--- config.mk ---
export PLATFORM = sky130hd
export DESIGN_NAME = lidar_frame_parser_core_flat
export DESIGN_NICKNAME = d
export VERILOG_FILES = /design/src/rtl/lfp_pkg.sv /design/src/rtl/lfp_in_if.sv /design/src/rtl/lfp_out_if.sv /design/src/rtl/lidar_frame_parser_core.sv /design/src/flat_wrapper.sv
export SDC_FILE = /design/constraint.sdc
export NUM_CORES = 1
export LEC_CHECK = 0
export ABC_AREA = 0
export BUFFER_PORTS_ARGS = -buffer_cell sky130_fd_sc_hd__buf_4
export CORE_UTILIZATION = 45
export CTS_CLUSTER_DIAMETER = 30
export DETAILED_ROUTE_END_ITERATION = 7
export PLACE_DENSITY = 0.69
export SETUP_SLACK_MARGIN = 0.02
export SYNTH_ARGS = -nofsm -noshare
export SYNTH_HDL_FRONTEND = slang
export SYNTH_SLANG_ARGS = --single-unit
--- constraint.sdc ---
create_clock -name clk -period 3.75 [get_ports clk]
set_clock_uncertainty 0.15 [all_clocks]
set_input_delay 0.375 -clock clk [delete_from_list [all_inputs] [get_ports clk]]
set_output_delay 0.375 -clock clk [all_outputs]
set_load 0.05 [all_outputs]
--- src/rtl/lfp_pkg.sv ---
// Package for the nine-byte rangefinder frame parser.
// Holds the frame constants and field widths; it depends on nothing.
package lfp_pkg;

  localparam int unsigned BYTE_W = 8;
  localparam int unsigned VALUE_W = 16;
  localparam int unsigned POS_W = 4;
  localparam int unsigned PAYLOAD_DEPTH = 4;

  localparam logic [BYTE_W-1:0] HEADER_BYTE = 8'h59;

  localparam logic [POS_W-1:0] POS_HUNT = 4'd0;
  localparam logic [POS_W-1:0] POS_HEADER2 = 4'd1;
  localparam logic [POS_W-1:0] POS_PAYLOAD_FIRST = 4'd2;
  localparam logic [POS_W-1:0] POS_PAYLOAD_LAST = 4'd5;
  localparam logic [POS_W-1:0] POS_CHECKSUM = 4'd8;

endpackage

--- src/rtl/lfp_in_if.sv ---
// Input channel of the frame parser: one received serial byte per word.
// Depends on lfp_pkg for the byte width.
interface lfp_in_if import lfp_pkg::*; ();
  logic              valid;
  logic              ready;
  logic [BYTE_W-1:0] rx_byte;

  modport source (output valid, output rx_byte, input ready);
  modport sink (input valid, input rx_byte, output ready);
endinterface

--- src/rtl/lfp_out_if.sv ---
// Result channel of the frame parser: one word per completed frame.
// Depends on lfp_pkg for the value widths.
interface lfp_out_if import lfp_pkg::*; ();
  logic               valid;
  logic               ready;
  logic               checksum_good;
  logic [VALUE_W-1:0] distance_cm;
  logic [VALUE_W-1:0] signal_strength;

  modport source (output valid, output checksum_good, output distance_cm,
                  output signal_strength, input ready);
  modport sink (input valid, input checksum_good, input distance_cm,
                input signal_strength, output ready);
endinterface

--- src/rtl/lidar_frame_parser_core.sv ---
// Nine-byte rangefinder frame parser: position counter, running sum,
// payload bytes, held values and a registered result word.
// Depends on lfp_pkg, lfp_in_if and lfp_out_if.
// The result word is registered: it is valid in the cycle after the checksum byte is taken.
// Throughput: one byte per cycle; a byte is refused only when it is a checksum
// byte and the previous result word still waits in the output register.
// Reset (rst_n, synchronous, active low) returns the parser to header hunting
// and clears the running sum, the held values and the output valid.
module lidar_frame_parser_core import lfp_pkg::*; (
  input  logic      clk,
  input  logic      rst_n,
  lfp_in_if.sink    in_rx,
  lfp_out_if.source out_res
);

  logic [POS_W-1:0]   pos_r, pos_nxt;
  logic [BYTE_W-1:0]  sum_r, sum_nxt;
  logic [BYTE_W-1:0]  payload_r [PAYLOAD_DEPTH];
  logic [VALUE_W-1:0] held_dist_r, held_dist_nxt;
  logic [VALUE_W-1:0] held_str_r, held_str_nxt;
  logic               out_valid_r, out_valid_nxt;
  logic               out_good_r;
  logic [VALUE_W-1:0] out_dist_r, out_str_r;

  logic [POS_W-1:0]   pos_eff;
  logic               accept;
  logic               is_header;
  logic               good;
  logic               payload_we;
  logic [1:0]         payload_idx;

  assign pos_eff = (pos_r > POS_CHECKSUM) ? POS_HUNT : pos_r;
  assign in_rx.ready = !out_valid_r || out_res.ready || (pos_eff != POS_CHECKSUM);
  assign accept = in_rx.valid && in_rx.ready;
  assign is_header = (in_rx.rx_byte == HEADER_BYTE);
  assign good = (in_rx.rx_byte == sum_r);
  assign payload_we = accept && (pos_eff >= POS_PAYLOAD_FIRST) &&
                      (pos_eff <= POS_PAYLOAD_LAST);
  assign payload_idx = 2'(pos_eff - POS_PAYLOAD_FIRST);

  always_comb begin
    pos_nxt = pos_r;
    sum_nxt = sum_r;
    held_dist_nxt = held_dist_r;
    held_str_nxt = held_str_r;
    out_valid_nxt = out_valid_r && !out_res.ready;
    if (accept) begin
      case (pos_eff)
        POS_HUNT: begin
          if (is_header) begin
            sum_nxt = in_rx.rx_byte;
            pos_nxt = POS_HEADER2;
          end else begin
            pos_nxt = POS_HUNT;
          end
        end
        POS_HEADER2: begin
          if (is_header) begin
            sum_nxt = sum_r + in_rx.rx_byte;
            pos_nxt = POS_PAYLOAD_FIRST;
          end else begin
            pos_nxt = POS_HUNT;
          end
        end
        POS_CHECKSUM: begin
          if (good) begin
            held_dist_nxt = {payload_r[1], payload_r[0]};
            held_str_nxt = {payload_r[3], payload_r[2]};
          end
          pos_nxt = POS_HUNT;
          sum_nxt = '0;
          out_valid_nxt = 1'b1;
        end
        default: begin
          sum_nxt = sum_r + in_rx.rx_byte;
          pos_nxt = pos_eff + 4'd1;
        end
      endcase
    end
  end

  always_ff @(posedge clk) begin
    if (!rst_n) begin
      pos_r <= POS_HUNT;
      sum_r <= '0;
      held_dist_r <= '0;
      held_str_r <= '0;
      out_valid_r <= 1'b0;
    end else begin
      pos_r <= pos_nxt;
      sum_r <= sum_nxt;
      held_dist_r <= held_dist_nxt;
      held_str_r <= held_str_nxt;
      out_valid_r <= out_valid_nxt;
    end
  end

  always_ff @(posedge clk) begin
    if (payload_we) begin
      payload_r[payload_idx] <= in_rx.rx_byte;
    end
  end

  always_ff @(posedge clk) begin
    if (accept && (pos_eff == POS_CHECKSUM)) begin
      out_good_r <= good;
      out_dist_r <= held_dist_nxt;
      out_str_r <= held_str_nxt;
    end
  end

  assign out_res.valid = out_valid_r;
  assign out_res.checksum_good = out_good_r;
  assign out_res.distance_cm = out_dist_r;
  assign out_res.signal_strength = out_str_r;

endmodule
--- src/flat_wrapper.sv ---
// flat-port wrapper written by rule: the top's interface ports become plain ports
module lidar_frame_parser_core_flat import lfp_pkg::*;
  (clk, rst_n, in_rx_valid, in_rx_rx_byte, in_rx_ready, out_res_valid, out_res_checksum_good, out_res_distance_cm, out_res_signal_strength, out_res_ready);
  lfp_in_if in_rx_i ();
  lfp_out_if out_res_i ();
  input  logic clk;
  input  logic rst_n;
  input wire logic [$bits(in_rx_i.valid)-1:0] in_rx_valid;
  input wire logic [$bits(in_rx_i.rx_byte)-1:0] in_rx_rx_byte;
  output wire logic [$bits(in_rx_i.ready)-1:0] in_rx_ready;
  output wire logic [$bits(out_res_i.valid)-1:0] out_res_valid;
  output wire logic [$bits(out_res_i.checksum_good)-1:0] out_res_checksum_good;
  output wire logic [$bits(out_res_i.distance_cm)-1:0] out_res_distance_cm;
  output wire logic [$bits(out_res_i.signal_strength)-1:0] out_res_signal_strength;
  input wire logic [$bits(out_res_i.ready)-1:0] out_res_ready;
  assign in_rx_i.valid = in_rx_valid;
  assign in_rx_i.rx_byte = in_rx_rx_byte;
  assign in_rx_ready = in_rx_i.ready;
  assign out_res_valid = out_res_i.valid;
  assign out_res_checksum_good = out_res_i.checksum_good;
  assign out_res_distance_cm = out_res_i.distance_cm;
  assign out_res_signal_strength = out_res_i.signal_strength;
  assign out_res_i.ready = out_res_ready;
  lidar_frame_parser_core u_core (.clk(clk), .rst_n(rst_n), .in_rx(in_rx_i), .out_res(out_res_i));
endmodule
==> qor.yml <==
status: "finished with violations"
failed_checks: "DRC"
initial_core_util_pct: 46.4
slew_headroom_pct: 51.9
fin_tns_setup_ns: 0
ios: 47
swShare_pct: 22.7
cts_hold_buf: 0
num_antenna_cells: 0
nets: 383
setup-violations-final: 0
synth_top_cell_area_share_pct: 43.3
viasPerCell: 5.14
clkPwrFrac_pct: 33.5
synth-seq-area-share_pct: 63.2
worst_slew_pin_slew_ns: 0.703
synth_fp_nets: 338
place_hpwl_mm: 5.02
pre_cts_ws_ns: 0.850
clock_tree.buffer_depth: 2
vias: 2549
switchingPower_uw: 486
fin_crit_ns: 2.88
internal-power_mw: 1.65
antenna_found_initial: 0
dieArea_um2: 10400
grt_pass1_vias: 2462
grt_pass1_wl_mm: 12.5
die_y_um: 102
clock_sinks: 110
holdCritPathClass: "input pin to flip-flop"
grt_start_max_net_pins: 47
h-tree-depth: 3
hold_viol_final: 0
gp_congestion: 0.823
power_leakage_nw: 2.20
worstSetupStartpointType: "flip-flop"
post-cts-setup-buffers: 0
synth_edf_count: 65
cap_violations: 0
synthTopCellsByArea: "edfxtp_1 43%, dfxtp_1 20%, mux2_4 10%, and2_1 5.1%, ha_1 3.3%"
ant_nets: 0
core_um2: 9730
synth_ff_type: "edfxtp_1"
wl_per_cell_um: 15.6
drcViolationCount: 1
fin_crit_sh_pct: 76.7
num_rows: 36
yosys.area.top_type: "edfxtp_1"
firstDrtPassIters: 6
path_max_fanout: 17
power_mw: 2.14
ir_drop_v: 0.000203
cts_made_buffers: 9
pwr-share-seq_pct: 60.4
ys_types: 49
worst_slack_ns: 0.874
tritoncts: "yes"
clk_pin_slew_ns: 0.10
max_freq_mhz: 348
synth_seq_cells: 110
avgSynthCellArea_um2: 14.4
layout-drive-gt1-share_pct: 27.8
synth.most_common_cell: "edfxtp_1"
synth_async_sr_flop_share_pct: 0
synth_warnings: 0
portBuffers: 46
cts-resized-gates: 0
wl_mm: 7.75
worstSetupPathType: "flip-flop to flip-flop"
cts_root_buf: "clkbuf_8"
cp.arrival_ns: 2.99
grt_usage_pct: 15.9
syn2layout_area_growth_pct: 14.4
syn-cell-area_um2: 4510
die_x_um: 102
synthTopCellsByCount: "65 x edfxtp_1, 45 x dfxtp_1, 37 x and2_1"
slew_viol_final: 0
syn_inst: 313
drtIter0Drc: 149
fillers: 843
end_kind: "flip-flop"
combPwrFrac_pct: 6.1
rsz0062_at_grt: "no"
required_ns: 3.86
pwr_density_cell_nw_per_um2: 414
grt-ovfl-total: 0
insertion_delay_ns: 0.36
## power groups by stage
stage | Sequential, mW | Combinational (mW) | Clock, mW
after floorplan | 1.32 | 0.0871 | 0
after global placement | 1.32 | 0.127 | 0
after detailed placement | 1.32 | 0.130 | 0
after CTS | 1.29 | 0.130 | 0.733
after global routing | 1.29 | 0.144 | 0.776
final | 1.29 | 0.131 | 0.716
## through the flow
stage / area (µm²) / hold WS [ns] / instances / utilization [%]
finish: 5160 / 0.113 / 496 / 53.1
global route: 5160 / 0.100 / 496 / 53.1
CTS: 5160 / 0.0956 / 496 / 53.1
detailed placement: 4960 / 0.313 / 480 / 51.0
global placement: 4960 / 0.305 / 480 / 51.0
floorplan: 4510 / 0.290 / 313 / -
## area by class of cell
cell class	instances	area (µm²)	area share [%]
Clock buffer	10	128	2.47
Clock inverter	6	77.6	1.50
Inverter	8	30.0	0.582
Multi-Input combinational cell	182	1560	30.1
Sequential cell	110	2850	55.3
Tap cell	133	166	3.22
Timing Repair Buffer	47	353	6.83
## registers in the layout, summed over array words and instances, names as in the netlist
signal	count
u_core.sum_r	8
u_core.out_res.valid	1
u_core.out_res.signal_strength	16
u_core.out_res.checksum_good	1
u_core.held_dist_r	16
u_core.held_str_r	16
u_core.pos_r	4
u_core.payload_r	32
u_core.out_res.distance_cm	16
## final timing paths
| check | to | from | slack (ns) | depth (start not counted) |
|---|---|---|---|---|
| setup reg to reg | u_core.sum_r[3] | u_core.pos_r[1] | 0.87 | 6 |
| setup / recovery | u_core.sum_r[3] | u_core.pos_r[1] | 0.87 | 6 |
| hold / removal | u_core.payload_r[1][5] | in_rx_rx_byte[5] | 0.11 | 1 |
| hold reg to reg | u_core.sum_r[5] | u_core.sum_r[5] | 0.33 | 2 |
## cell families (layout without fill, tap and decap cells)
| kind of cell | Yosys count | in the layout | synth area share, % |
|---|---|---|---|
| flip-flops | 110 | 110 | 63.2 |
| buffers and inverters | 21 | 71 | 2.30 |
| multiplexers | 33 | 33 | 10.7 |
| adder cells (fa/ha/maj) | 13 | 13 | 3.77 |
| AO/OA/AOI/OAI | 44 | 44 | 7.10 |
| AND/OR/NAND/NOR | 89 | 89 | 12.3 |
| XOR/XNOR | 3 | 3 | 0.582 |
## cells in the final DEF (no fill, tap or decap), types with 4 or more instances in the layout
master	instances
a22oi_1	4
ha_1	12
and2_1	37
a21oi_1	6
nor2_1	4
buf_4	47
o21ai_0	7
dfxtp_1	45
o211a_1	5
inv_1	8
edfxtp_1	65
nand2_1	13
clkbuf_8	9
mux2_4	30
nor3_1	7
nor2b_1	9
## metal layers
layer / part of all wire, % / vias up / track usage [%]
met3: 3.3 / 14 / 3.15
met5: 0 / - / 0
met4: 2.2 / 0 / 6.48
li1: - / 1232 / -
met2: 49 / 65 / 26.6
met1: 45 / 1238 / 20.3
## critical path, stage by stage (launching register included)
cell      delay, ns
dfxtp_1        0.49
nand2b_1       0.17
ha_1           0.34
a31oi_1        0.48
a21boi_2       0.67
o311ai_0       0.28
o211a_1        0.19
No activity file was read; power rests on OpenSTA's default activity.
